$ cat src/hw/rtl/pvc_pkg.sv
// ----------------------------------------------------------------------------
// PID velocity controller package
// Shared constants, register codes, state codes and structures.
// ----------------------------------------------------------------------------
`default_nettype none

package pvc_pkg;

    localparam int SOLVE_PERIOD = 0;

    localparam logic [22:0]        DT_MAX        = 23'd6553500;
    localparam logic [13:0]        TICKS_PER_SEC = 14'd10000;
    localparam logic signed [25:0] SOLVE_TICKS   = 26'(SOLVE_PERIOD * 100);

    localparam int MUL_A_W   = 64;
    localparam int MUL_B_W   = 16;
    localparam int MUL_CNT_W = $clog2(MUL_B_W + 1);
    localparam int DIV_N_W   = 64;
    localparam int DIV_D_W   = 34;
    localparam int DIV_CNT_W = $clog2(DIV_N_W + 1);

    localparam logic [15:0] FILT_KEEP = 16'd64553;
    localparam logic [9:0]  FILT_NEW  = 10'd983;
    localparam logic [15:0] HUND_DIV  = 16'd100;
    localparam logic [15:0] DTQ_DIV   = 16'd10000;
    localparam logic [15:0] KI_DIV    = 16'd1000;
    localparam logic [15:0] PCT_DIV   = 16'd100;

    localparam int MODE_NEG_ERR = 0;
    localparam int MODE_NEG_OUT = 1;

    typedef enum logic [2:0] {
        REG_KP, REG_KI, REG_KD, REG_BIAS, REG_UPPER, REG_LOWER, REG_SLEW, REG_MODE
    } t_reg_idx;

    typedef enum logic [3:0] {
        ST_IDLE, ST_TIME, ST_FILT, ST_HUND, ST_DTQ, ST_KI, ST_IMUL, ST_IDIV,
        ST_PMUL, ST_PDIV, ST_D100, ST_DMUL, ST_DDIV, ST_SLEW, ST_FINAL, ST_OUT
    } t_state;

    typedef struct packed {
        logic [15:0]        kp;
        logic [15:0]        ki;
        logic [15:0]        kd;
        logic signed [15:0] bias;
        logic signed [15:0] upper;
        logic signed [15:0] lower;
        logic [15:0]        slew;
        logic [1:0]         mode;
    } t_cfg;

    typedef struct packed {
        logic signed [15:0] control_value;
        logic [15:0]        elapsed_hundredths;
        logic               solved;
    } t_result;

endpackage

`default_nettype wire

$ cat src/hw/rtl/pvc_mul.sv
// ----------------------------------------------------------------------------
// PID velocity controller serial multiplier
// Shift-add multiplier that retires one multiplier bit per cycle.
// ----------------------------------------------------------------------------
`default_nettype none

module pvc_mul import pvc_pkg::*; (
    input  wire logic               i_clk,
    input  wire logic               i_rst_n,
    input  wire logic               i_go,
    input  wire logic [MUL_A_W-1:0] i_a,
    input  wire logic [MUL_B_W-1:0] i_b,
    output logic                    o_done,
    output logic [MUL_A_W-1:0]      o_prod
);

    logic                 r_busy;
    logic [MUL_CNT_W-1:0] r_cnt;
    logic [MUL_A_W-1:0]   r_a;
    logic [MUL_B_W-1:0]   r_b;
    logic [MUL_A_W-1:0]   r_acc;

    assign o_done = r_busy && (r_cnt == '0);
    assign o_prod = r_acc;

    always_ff @(posedge i_clk) begin
        if (!i_rst_n) begin
            r_busy <= 1'b0;
            r_cnt  <= '0;
        end else if (i_go) begin
            r_busy <= 1'b1;
            r_cnt  <= MUL_CNT_W'(MUL_B_W);
        end else if (r_busy) begin
            if (r_cnt == '0) begin
                r_busy <= 1'b0;
            end else begin
                r_cnt <= r_cnt - 1'b1;
            end
        end
    end

    always_ff @(posedge i_clk) begin
        if (i_go) begin
            r_a   <= i_a;
            r_b   <= i_b;
            r_acc <= '0;
        end else if (r_busy && (r_cnt != '0)) begin
            if (r_b[0]) begin
                r_acc <= r_acc + r_a;
            end
            r_a <= {r_a[MUL_A_W-2:0], 1'b0};
            r_b <= {1'b0, r_b[MUL_B_W-1:1]};
        end
    end

endmodule

`default_nettype wire

$ cat src/hw/rtl/pvc_div.sv
// ----------------------------------------------------------------------------
// PID velocity controller serial divider
// Restoring divider, one quotient bit per cycle, optional half-up rounding.
// ----------------------------------------------------------------------------
`default_nettype none

module pvc_div import pvc_pkg::*; (
    input  wire logic               i_clk,
    input  wire logic               i_rst_n,
    input  wire logic               i_go,
    input  wire logic [DIV_N_W-1:0] i_num,
    input  wire logic [DIV_D_W-1:0] i_den,
    input  wire logic               i_rnd,
    output logic                    o_done,
    output logic [DIV_N_W-1:0]      o_quo
);

    logic                 r_busy;
    logic [DIV_CNT_W-1:0] r_cnt;
    logic [DIV_N_W-1:0]   r_num;
    logic [DIV_D_W-1:0]   r_den;
    logic [DIV_D_W-1:0]   r_rem;
    logic [DIV_N_W-1:0]   r_quo;
    logic [DIV_D_W:0]     w_trial;
    logic                 w_ge;

    assign w_trial = {r_rem, r_num[DIV_N_W-1]};
    assign w_ge    = (w_trial >= {1'b0, r_den});
    assign o_done  = r_busy && (r_cnt == '0);
    assign o_quo   = r_quo;

    always_ff @(posedge i_clk) begin
        if (!i_rst_n) begin
            r_busy <= 1'b0;
            r_cnt  <= '0;
        end else if (i_go) begin
            r_busy <= 1'b1;
            r_cnt  <= DIV_CNT_W'(DIV_N_W);
        end else if (r_busy) begin
            if (r_cnt == '0) begin
                r_busy <= 1'b0;
            end else begin
                r_cnt <= r_cnt - 1'b1;
            end
        end
    end

    always_ff @(posedge i_clk) begin
        if (i_go) begin
            r_num <= i_num + (i_rnd ? DIV_N_W'(i_den >> 1) : '0);
            r_den <= i_den;
            r_rem <= '0;
            r_quo <= '0;
        end else if (r_busy && (r_cnt != '0)) begin
            r_rem <= w_ge ? DIV_D_W'(w_trial - {1'b0, r_den}) : w_trial[DIV_D_W-1:0];
            r_quo <= {r_quo[DIV_N_W-2:0], w_ge};
            r_num <= {r_num[DIV_N_W-2:0], 1'b0};
        end
    end

endmodule

`default_nettype wire

$ cat src/hw/rtl/pvc_core.sv
// ----------------------------------------------------------------------------
// PID velocity controller solver core
// Sequencer that runs one solve through the shared multiplier and divider.
// ----------------------------------------------------------------------------
`default_nettype none

module pvc_core import pvc_pkg::*; (
    input  wire logic               i_clk,
    input  wire logic               i_rst_n,
    input  wire t_cfg               i_cfg,
    input  wire logic               i_start,
    input  wire logic signed [15:0] i_setpoint,
    input  wire logic signed [15:0] i_process_value,
    input  wire logic [31:0]        i_now_seconds,
    input  wire logic [13:0]        i_now_ticks,
    output logic                    o_idle,
    output logic                    o_res_valid,
    input  wire logic               i_res_ready,
    output t_result                 o_res
);

    t_state r_state, n_state;
    logic   r_wait, n_wait;

    logic signed [15:0] r_sp, r_pv;
    logic [31:0]        r_now_s;
    logic [13:0]        r_now_t;

    logic [31:0]        r_last_s;
    logic [13:0]        r_last_t;
    logic signed [15:0] r_last_pv, r_last_err, r_last_ctl, r_held;
    logic signed [31:0] r_last_filt;

    logic               r_first, r_solve;
    logic [22:0]        r_dt;
    logic [15:0]        r_hund;
    logic [25:0]        r_dtq;
    logic signed [15:0] r_err, r_gerr, r_ctl;
    logic signed [31:0] r_filt;
    logic [63:0]        r_prod;
    logic [33:0]        r_den;
    logic signed [63:0] r_delta;
    t_result            r_res;

    logic               mul_go, mul_done, div_go, div_done, div_rnd;
    logic [63:0]        mul_a, mul_prod, div_num, div_quo;
    logic [15:0]        mul_b;
    logic [33:0]        div_den;
    logic               use_mul, use_div, unit_done;
    t_state             next_op;

    pvc_mul u_mul (
        .i_clk(i_clk), .i_rst_n(i_rst_n), .i_go(mul_go), .i_a(mul_a), .i_b(mul_b),
        .o_done(mul_done), .o_prod(mul_prod)
    );

    pvc_div u_div (
        .i_clk(i_clk), .i_rst_n(i_rst_n), .i_go(div_go), .i_num(div_num),
        .i_den(div_den), .i_rnd(div_rnd), .o_done(div_done), .o_quo(div_quo)
    );

    logic [31:0]        w_dsec;
    logic               w_big;
    logic [23:0]        w_sec_ticks;
    logic signed [25:0] w_raw;
    logic [22:0]        w_dt;
    logic               w_solve;
    logic signed [15:0] w_err0, w_err;
    logic [15:0]        w_err_abs, w_gerr_abs, w_diff_abs;
    logic [31:0]        w_filt_abs;
    logic signed [16:0] w_diff;
    logic [15:0]        w_ki;

    assign w_dsec      = r_now_s - r_last_s;
    assign w_big       = |w_dsec[31:10];
    assign w_sec_ticks = w_dsec[9:0] * TICKS_PER_SEC;
    assign w_raw       = $signed({2'b00, w_sec_ticks}) + $signed({12'b0, r_now_t})
                         - $signed({12'b0, r_last_t});
    assign w_err0      = r_sp - r_pv;
    assign w_err       = i_cfg.mode[MODE_NEG_ERR] ? -w_err0 : w_err0;
    assign w_err_abs   = r_err[15] ? 16'(-r_err) : 16'(r_err);
    assign w_gerr_abs  = r_gerr[15] ? 16'(-r_gerr) : 16'(r_gerr);
    assign w_filt_abs  = r_filt[31] ? 32'(-r_filt) : 32'(r_filt);
    assign w_diff      = {i_cfg.upper[15], i_cfg.upper} - {i_cfg.lower[15], i_cfg.lower};
    assign w_diff_abs  = w_diff[16] ? 16'(-w_diff) : 16'(w_diff);
    assign w_ki        = (i_cfg.ki == '0) ? 16'd1 : i_cfg.ki;

    always_comb begin
        if (r_last_s == '0) begin
            w_dt    = '0;
            w_solve = 1'b1;
        end else begin
            if (w_big) begin
                w_dt = DT_MAX;
            end else if (w_raw < 0) begin
                w_dt = '0;
            end else if (w_raw > $signed({3'b000, DT_MAX})) begin
                w_dt = DT_MAX;
            end else begin
                w_dt = w_raw[22:0];
            end
            w_solve = (SOLVE_PERIOD == 0) || w_big || (w_raw > SOLVE_TICKS);
        end
    end

    // Derivative filter update, saturated to 32 bits.
    logic signed [31:0] w_old;
    logic signed [48:0] w_keep, w_keep_abs;
    logic [32:0]        w_keep_rnd;
    logic signed [33:0] w_keep_s;
    logic signed [16:0] w_dpv;
    logic signed [27:0] w_new;
    logic signed [34:0] w_sum;
    logic signed [31:0] w_filt;

    assign w_old      = r_first ? 32'sd0 : r_last_filt;
    assign w_keep     = w_old * $signed({1'b0, FILT_KEEP});
    assign w_keep_abs = w_keep[48] ? -w_keep : w_keep;
    assign w_keep_rnd = 33'((w_keep_abs + 49'sd32768) >>> 16);
    assign w_keep_s   = w_keep[48] ? -$signed({1'b0, w_keep_rnd}) : $signed({1'b0, w_keep_rnd});
    assign w_dpv      = (r_last_pv != '0) ? ({r_pv[15], r_pv} - {r_last_pv[15], r_last_pv})
                                          : 17'sd0;
    assign w_new      = w_dpv * $signed({1'b0, FILT_NEW});
    assign w_sum      = 35'(w_new) + 35'(w_keep_s);

    always_comb begin
        if (w_sum > 35'sh7FFFFFFF) begin
            w_filt = 32'sh7FFFFFFF;
        end else if (w_sum < -35'sh80000000) begin
            w_filt = 32'sh80000000;
        end else begin
            w_filt = w_sum[31:0];
        end
    end

    // Final sum, clamp and truncation toward zero.
    logic signed [63:0] w_v, w_up, w_lo, w_negv;
    logic signed [15:0] w_cv, w_out;

    assign w_v    = r_delta + {{32{r_ctl[15]}}, r_ctl, 16'b0};
    assign w_up   = {{32{i_cfg.upper[15]}}, i_cfg.upper, 16'b0};
    assign w_lo   = {{32{i_cfg.lower[15]}}, i_cfg.lower, 16'b0};
    assign w_negv = -w_v;

    always_comb begin
        if (w_v > w_up) begin
            w_cv = i_cfg.upper;
        end else if (w_v < w_lo) begin
            w_cv = i_cfg.lower;
        end else if (!w_v[63]) begin
            w_cv = w_v[31:16];
        end else begin
            w_cv = -$signed(w_negv[31:16]);
        end
        w_out = i_cfg.mode[MODE_NEG_OUT] ? -w_cv : w_cv;
    end

    // Slew rate from the divider quotient.
    logic signed [63:0] w_q_s, w_rate;

    assign w_q_s  = $signed(div_quo);
    assign w_rate = w_diff[16] ? -w_q_s : w_q_s;

    assign o_idle      = (r_state == ST_IDLE);
    assign o_res_valid = (r_state == ST_OUT);
    assign o_res       = r_res;

    always_ff @(posedge i_clk) begin
        if (!i_rst_n) begin
            r_state <= ST_IDLE;
            r_wait  <= 1'b0;
        end else begin
            r_state <= n_state;
            r_wait  <= n_wait;
        end
    end

    always_comb begin
        n_state = r_state;
        n_wait  = r_wait;
        mul_go  = 1'b0;
        div_go  = 1'b0;
        use_mul = 1'b0;
        use_div = 1'b0;
        mul_a   = '0;
        mul_b   = '0;
        div_num = '0;
        div_den = '0;
        div_rnd = 1'b1;
        next_op = ST_OUT;
        unique case (r_state)
            ST_IDLE: begin
                if (i_start) begin
                    n_state = ST_TIME;
                end
            end
            ST_TIME:  n_state = ST_FILT;
            ST_FILT:  n_state = ST_HUND;
            ST_HUND: begin
                use_div = 1'b1;
                div_num = 64'(r_dt);
                div_den = 34'(HUND_DIV);
                div_rnd = 1'b0;
                next_op = r_solve ? ST_DTQ : ST_OUT;
            end
            ST_DTQ: begin
                use_div = 1'b1;
                div_num = {25'b0, r_dt, 16'b0};
                div_den = 34'(DTQ_DIV);
                next_op = ST_KI;
            end
            ST_KI: begin
                use_mul = 1'b1;
                mul_a   = 64'(r_dtq);
                mul_b   = w_ki;
                next_op = ST_IMUL;
            end
            ST_IMUL: begin
                use_mul = 1'b1;
                mul_a   = r_prod;
                mul_b   = w_err_abs;
                next_op = ST_IDIV;
            end
            ST_IDIV: begin
                use_div = 1'b1;
                div_num = r_prod;
                div_den = 34'(KI_DIV);
                next_op = ST_PMUL;
            end
            ST_PMUL: begin
                use_mul = 1'b1;
                mul_a   = 64'(w_gerr_abs);
                mul_b   = i_cfg.kp;
                next_op = ST_PDIV;
            end
            ST_PDIV: begin
                use_div = 1'b1;
                div_num = {r_prod[47:0], 16'b0};
                div_den = 34'(PCT_DIV);
                if (r_dt != '0) begin
                    next_op = ST_D100;
                end else begin
                    next_op = (i_cfg.slew != '0) ? ST_SLEW : ST_FINAL;
                end
            end
            ST_D100: begin
                use_mul = 1'b1;
                mul_a   = 64'(r_dtq);
                mul_b   = PCT_DIV;
                next_op = ST_DMUL;
            end
            ST_DMUL: begin
                use_mul = 1'b1;
                mul_a   = 64'(w_filt_abs);
                mul_b   = i_cfg.kd;
                next_op = ST_DDIV;
            end
            ST_DDIV: begin
                use_div = 1'b1;
                div_num = {r_prod[47:0], 16'b0};
                div_den = r_den;
                next_op = (i_cfg.slew != '0) ? ST_SLEW : ST_FINAL;
            end
            ST_SLEW: begin
                use_div = 1'b1;
                div_num = {32'b0, w_diff_abs, 16'b0};
                div_den = 34'(i_cfg.slew);
                next_op = ST_FINAL;
            end
            ST_FINAL: n_state = ST_OUT;
            ST_OUT: begin
                if (i_res_ready) begin
                    n_state = ST_IDLE;
                end
            end
            default: n_state = ST_IDLE;
        endcase
        unit_done = use_mul ? mul_done : div_done;
        if (use_mul || use_div) begin
            if (!r_wait) begin
                mul_go = use_mul;
                div_go = use_div;
                n_wait = 1'b1;
            end else if (unit_done) begin
                n_wait  = 1'b0;
                n_state = next_op;
            end
        end
    end

    always_ff @(posedge i_clk) begin
        if (!i_rst_n) begin
            r_last_s    <= '0;
            r_last_t    <= '0;
            r_last_pv   <= '0;
            r_last_err  <= '0;
            r_last_ctl  <= '0;
            r_held      <= '0;
            r_last_filt <= '0;
        end else if (r_state == ST_FINAL) begin
            r_last_s    <= r_now_s;
            r_last_t    <= r_now_t;
            r_last_pv   <= r_pv;
            r_last_err  <= r_err;
            r_last_filt <= r_filt;
            r_last_ctl  <= w_cv;
            r_held      <= w_out;
        end
    end

    always_ff @(posedge i_clk) begin
        if ((r_state == ST_IDLE) && i_start) begin
            r_sp    <= i_setpoint;
            r_pv    <= i_process_value;
            r_now_s <= i_now_seconds;
            r_now_t <= i_now_ticks;
        end
        if (r_state == ST_TIME) begin
            r_first <= (r_last_s == '0);
            r_dt    <= w_dt;
            r_solve <= w_solve;
            r_ctl   <= (r_last_s == '0) ? i_cfg.bias : r_last_ctl;
            r_err   <= w_err;
            r_gerr  <= w_err - r_last_err;
        end
        if (r_state == ST_FILT) begin
            r_filt <= w_filt;
        end
        if (r_wait && unit_done) begin
            unique case (r_state)
                ST_HUND: begin
                    r_hund <= div_quo[15:0];
                    r_res  <= '{control_value: r_held,
                                elapsed_hundredths: div_quo[15:0], solved: 1'b0};
                end
                ST_DTQ:  r_dtq <= div_quo[25:0];
                ST_KI, ST_IMUL, ST_PMUL, ST_DMUL: r_prod <= mul_prod;
                ST_D100: r_den <= mul_prod[33:0];
                ST_IDIV: r_delta <= r_err[15] ? -w_q_s : w_q_s;
                ST_PDIV: r_delta <= r_gerr[15] ? r_delta - w_q_s : r_delta + w_q_s;
                ST_DDIV: r_delta <= r_filt[31] ? r_delta + w_q_s : r_delta - w_q_s;
                ST_SLEW: begin
                    if (r_delta < 0) begin
                        if (-r_delta > w_rate) begin
                            r_delta <= -w_rate;
                        end
                    end else if (r_delta > w_rate) begin
                        r_delta <= w_rate;
                    end
                end
                default: r_prod <= r_prod;
            endcase
        end
        if (r_state == ST_FINAL) begin
            r_res <= '{control_value: w_out, elapsed_hundredths: r_hund, solved: 1'b1};
        end
    end

endmodule

`default_nettype wire

$ cat src/hw/rtl/pid_velocity_controller.sv
// ----------------------------------------------------------------------------
// PID velocity controller
// Velocity-form PID solver in Q16.16 fixed point with stream ports.
// ----------------------------------------------------------------------------
// Each input word carries setpoint, process value and the current time. The
// block returns one output word per input word: the new or held control value,
// the elapsed time in hundredths of a second and a solved flag on tuser.
// Gains, bias, limits, slew and mode are written over the APB port; the user
// must write them only while idle, which the block itself does not enforce.
// One item is in work at a time. A full solve runs the 64-step serial divider
// four to six times and the 16-step serial multiplier three to five times; a
// held result runs the divider once. The result sits in an output register, so
// the next word is taken while it waits for the receiver; a stalled receiver
// holds the word until tready. Reset clears all controller history, so the
// next solve loads the bias value.
// ----------------------------------------------------------------------------
`default_nettype none

module pid_velocity_controller import pvc_pkg::*; (
    input  wire logic        i_clk,
    input  wire logic        i_rst_n,
    input  wire logic        s_axis_tvalid,
    output logic             s_axis_tready,
    // setpoint[15:0], process_value[31:16], now_seconds[63:32], now_ticks[77:64]
    input  wire logic [79:0] s_axis_tdata,
    output logic             m_axis_tvalid,
    input  wire logic        m_axis_tready,
    // control_value[15:0], elapsed_hundredths[31:16]
    output logic [31:0]      m_axis_tdata,
    // solved[0]
    output logic [0:0]       m_axis_tuser,
    input  wire logic        psel,
    input  wire logic        penable,
    input  wire logic        pwrite,
    input  wire logic [4:0]  paddr,
    input  wire logic [31:0] pwdata,
    output logic [31:0]      prdata,
    output logic             pready
);

    t_cfg     r_cfg;
    t_reg_idx w_idx;
    logic     core_idle, res_valid, res_ready, r_m_valid;
    t_result  core_res, r_m_res;

    assign pready = 1'b1;
    assign w_idx  = t_reg_idx'(paddr[4:2]);

    always_ff @(posedge i_clk) begin
        if (!i_rst_n) begin
            r_cfg <= '{kp: '0, ki: '0, kd: '0, bias: '0, upper: 16'sh7FFF,
                       lower: 16'sh8000, slew: '0, mode: '0};
        end else if (psel && penable && pwrite && pready) begin
            unique case (w_idx)
                REG_KP:    r_cfg.kp    <= pwdata[15:0];
                REG_KI:    r_cfg.ki    <= pwdata[15:0];
                REG_KD:    r_cfg.kd    <= pwdata[15:0];
                REG_BIAS:  r_cfg.bias  <= pwdata[15:0];
                REG_UPPER: r_cfg.upper <= pwdata[15:0];
                REG_LOWER: r_cfg.lower <= pwdata[15:0];
                REG_SLEW:  r_cfg.slew  <= pwdata[15:0];
                REG_MODE:  r_cfg.mode  <= pwdata[1:0];
            endcase
        end
    end

    always_comb begin
        unique case (w_idx)
            REG_KP:    prdata = {16'b0, r_cfg.kp};
            REG_KI:    prdata = {16'b0, r_cfg.ki};
            REG_KD:    prdata = {16'b0, r_cfg.kd};
            REG_BIAS:  prdata = {16'b0, r_cfg.bias};
            REG_UPPER: prdata = {16'b0, r_cfg.upper};
            REG_LOWER: prdata = {16'b0, r_cfg.lower};
            REG_SLEW:  prdata = {16'b0, r_cfg.slew};
            REG_MODE:  prdata = {30'b0, r_cfg.mode};
        endcase
    end

    assign s_axis_tready = core_idle;
    assign res_ready     = !r_m_valid || m_axis_tready;

    pvc_core u_core (
        .i_clk(i_clk),
        .i_rst_n(i_rst_n),
        .i_cfg(r_cfg),
        .i_start(s_axis_tvalid && s_axis_tready),
        .i_setpoint(s_axis_tdata[15:0]),
        .i_process_value(s_axis_tdata[31:16]),
        .i_now_seconds(s_axis_tdata[63:32]),
        .i_now_ticks(s_axis_tdata[77:64]),
        .o_idle(core_idle),
        .o_res_valid(res_valid),
        .i_res_ready(res_ready),
        .o_res(core_res)
    );

    always_ff @(posedge i_clk) begin
        if (!i_rst_n) begin
            r_m_valid <= 1'b0;
        end else if (res_valid && res_ready) begin
            r_m_valid <= 1'b1;
        end else if (m_axis_tready) begin
            r_m_valid <= 1'b0;
        end
    end

    always_ff @(posedge i_clk) begin
        if (res_valid && res_ready) begin
            r_m_res <= core_res;
        end
    end

    assign m_axis_tvalid = r_m_valid;
    assign m_axis_tdata  = {r_m_res.elapsed_hundredths, r_m_res.control_value};
    assign m_axis_tuser  = r_m_res.solved;

endmodule

`default_nettype wire

$ cat config.mk
export PLATFORM = sky130hd
export DESIGN_NAME = pid_velocity_controller
export DESIGN_NICKNAME = d
export VERILOG_FILES = /design/src/hw/rtl/pvc_pkg.sv /design/src/hw/rtl/pvc_mul.sv /design/src/hw/rtl/pvc_div.sv /design/src/hw/rtl/pvc_core.sv /design/src/hw/rtl/pid_velocity_controller.sv
export SDC_FILE = /design/constraint.sdc
export NUM_CORES = 2
export LEC_CHECK = 0
export BUFFER_PORTS_ARGS = -buffer_cell sky130_fd_sc_hd__clkbuf_2
export CORE_MARGIN = 2
export CORE_UTILIZATION = 44
export CTS_CLUSTER_SIZE = 12
export DETAILED_ROUTE_END_ITERATION = 16
export HOLD_SLACK_MARGIN = 0.1
export PLACE_DENSITY = 0.68
export SLEW_MARGIN = 20
export SYNTH_ARGS = -nofsm -noshare
export SYNTH_HDL_FRONTEND = slang
export SYNTH_HIERARCHICAL = 1
export SYNTH_SLANG_ARGS = --single-unit
$ cat constraint.sdc
create_clock -name i_clk -period 14.2 [get_ports i_clk]
set_input_delay 1.42 -clock i_clk [delete_from_list [all_inputs] [get_ports i_clk]]
set_output_delay 1.42 -clock i_clk [all_outputs]
set_load 0.03 [all_outputs]
==> impl_results.md <==
* PD cells at 106.1 nW/um^2
* Buffers and inverters on the worst path at 14
* Remaining DRCs at 0
* CP max-delay cell: fa_1
* Gpl congestion at 0.9792
* Worst r2r src: u_core/r_first
* Final wirelength at 319100 um
* Critical path class: register to register
* CP startpoint: u_core/r_first
* CP delay by family, top: adder cells
* Final setup violation count at 0
* Seq pwr share at 30.0%
* Routed via count at 88.21k
* Hpwl dp at 245000 um
* Post-route insts no fill at 14.75k
* Commonest cells after routing, fill and taps aside: nand2_1 (1232), inv_1 (1209), ha_1 (988)
* Fin. max-slew vios at 0
* Status: finished, final reports clean
* Post-route setup slack at 0.4392 ns
* Clock share of power at 26.3%
* Initial core utilization at 44.34%
* Detailed-route wire length per cell at 21.63 um
* Layout cells sized above 1 at 8.744%
* H-tree depth at 3
* Mapped Cells at 11.58k
* EDFF count, synth at 629
* Clk_lat worst skew at 0.80 ns
* CTS Root Cell: clkbuf_16
* Rel. slew slack at 16.10%
* Syn Area/Cell at 8.631 um^2
* MaxCap Viol Count at 0
* 1st-pass router iterations at 9
* Vias in the first global route at 85.34k
* CP max stage delay at 0.58 ns
* Floorplan core area at 225300 um^2
* Mapped cell area at 99900 um^2
* Reg2reg end: u_core/r_filt[23]
* Instance count on the critical path at 56
* Share of power burned in combinational logic at 43.7%
* Row Count at 174
* Cts bufs inserted at 113
* Synth Warn # at 6
* Most frequent cell on the critical path: fa_1
* Top_reg_cell synth: edfxtp_1
* Switching power at 4.408 mW
* Die Span Y at 480.5 um
* Peak supply drop at 0.5690 mV
* Flops & latches, synth at 1067
* Die width at 480.5 um
* Asr flop ratio synth at 0%
* Number of fill cells in the layout at 21.25k
* Min Tclk post-route at 13.76 ns
* Worst slack at placement at 0.1593 ns
* Fin Clk Skew at 0.07037 ns
* R2R depth at 56
* Critical Path RT at 14.74 ns
* # clock sinks at 1067
* Final worst-path cycle share at 96.91%
* CTS Buffer Depth at 3
* Remaining antenna violation count at 0
* Area grow syn2layout at 9.408%
* Cells after DPL at 14.52k
* Reg clk slew, reported paths at 0.06 ns
* RSZ-0062 raised after global routing: yes
* Hold Vio Cnt, Final at 0
* Sw Ratio at 37.99%
* Ports at 192
* Final Net Count at 13.15k
* Post-synthesis sequential area ratio at 27.68%
* DR vias/cell at 5.981
* CP max FO at 11
* CP startpoint kind: register
* CTS tree: yes
* Pint at 7.193 mW
* R2R setup slack at 0.44 ns
* Synth cell types at 129
* PortBufs at 154
* Worst Hold Class: register to register
* Initial antenna violation count at 3
* Lkg Pwr at 45.68 nW
* Worst setup EP type: register
* Most common cell after layout, fill and taps aside: nand2_1
* CP arrival at 14.30 ns
* Largest net degree at the start of global routing at 94
* Worst setup path endpoint: u_core/r_filt[23]
* Die ar. at 230900 um^2
* Remaining Overflow, GRT at 0
* Global Route Usage Sum at 26.86%
* DRT iter0 DRCs at 9007
* Max Clk Rate at 72.67 MHz
* First-pass GRT wire length at 492500 um
* Measured slew at the worst slew-check pin at 1.245 ns
-- power by group through the flow --
stage	sequential, mW	clock (mW)	combinational [mW]
final	3.47	3.05	5.08
after global routing	3.48	3.22	5.72
after CTS	3.47	3.10	5.06
after detailed placement	3.54	0	5.01
after global placement	3.54	0	4.93
after floorplan	3.50	0	3.97
-- synth_stat cells (106+ instances only) --
library cell | instances | area [um^2]
dfxtp_1 | 438 | 8768
o21ai_0 | 604 | 3023
nor4_1 | 106 | 663.1
nand3_1 | 183 | 915.9
nand4_1 | 139 | 869.6
nand2_1 | 1242 | 4662
mux2_2 | 127 | 1430
a21o_1 | 216 | 1622
xor2_1 | 257 | 2251
nor2_1 | 606 | 2275
clkbuf_1 | 411 | 1543
xnor2_1 | 537 | 4703
nor2b_1 | 120 | 750.7
inv_1 | 1214 | 4557
a21oi_1 | 1000 | 5005
nand2b_1 | 145 | 907.1
mux2i_1 | 164 | 1642
and2_1 | 134 | 838.3
edfxtp_1 | 629 | 18890
nor3_1 | 241 | 1206
fa_1 | 376 | 7527
ha_1 | 995 | 12450
-- layer usage --
metal | track usage [%] | vias up | routed length, um
li1 | - | 41258 | -
met1 | 35.87 | 42683 | 134900
met2 | 43.14 | 3622 | 144200
met3 | 3.499 | 650 | 23450
met4 | 12.38 | 0 | 16470
met5 | 0 | - | 0
-- how the worst min path moves through the flow --
stage / depth (start not counted) / to / start
CTS: 0 / m_axis_tdata[18] / u_core/o_res[3]
detailed placement: 0 / m_axis_tdata[18] / u_core/o_res[3]
finish: 0 / m_axis_tdata[18] / u_core/o_res[3]
global route: 0 / m_axis_tdata[15] / u_core/o_res[32]
floorplan: 0 / m_axis_tdata[0] / u_core/o_res[17]
global placement: 0 / m_axis_tdata[30] / u_core/o_res[15]
-- layout make-up --
type                            count  area [um^2]  share of cell area [%]
Clock buffer                      185         3431                   3.139
Tap cell                         2992         3744                   3.425
Sequential cell                  1067        27660                   25.30
Multi-Input combinational cell   8797        66340                   60.70
Clock inverter                     31        369.1                  0.3377
Inverter                         1217         4571                   4.182
Timing Repair Buffer              460         3184                   2.913
Antenna cell                        1        2.502                0.002289
-- kinds of logic after synthesis --
kind of cell | share of synthesized area [%]
and+or+nand+nor | 16.02
AOI/OAI and AO/OA | 19.52
buffers and inverters | 6.702
adders and majority gates | 20.02
DFF | 27.68
xor gates and xnor gates | 6.977
muxes | 3.075
other | 0.007517
-- repair_timing --
| action | CTS | global route |
|---|---|---|
| setup endpoints to repair | 0 | 32 |
| hold buffers | 0 | 0 |
| gates resized for setup | 0 | 106 |
| buffers inserted | 0 | 15 |
-- per-stage QoR --
step | hold WS (ns) | cell area, um^2 | power, mW | setup TNS, ns | utilization (%)
2_1_floorplan | 0.4003 | 100000 | 7.469 | 0 | -
3_3_place_gp | 0.4052 | 104900 | 8.465 | 0 | 46.54
3_5_place_dp | 0.4045 | 104900 | 8.551 | 0 | 46.54
4_1_cts | 0.4189 | 108700 | 11.63 | 0 | 48.23
5_1_grt | 0.4226 | 109300 | 12.42 | -6.895 | 48.51
6_report | 0.4186 | 109300 | 11.60 | 0 | 48.51
-- registers in the layout, indices dropped and copies added, names as in the netlist, 33 cells and up --
name	flops
r_cfg	114
u_core/r_delta	64
u_core/r_prod	64
u_core/u_div/o_quo	64
u_core/u_div/r_num	64
u_core/u_mul/o_prod	64
u_core/u_mul/r_a	64
u_core/r_den	34
u_core/u_div/r_den	34
u_core/u_div/r_rem	34
u_core/o_res	33
(Power assumes the default switching activity.)
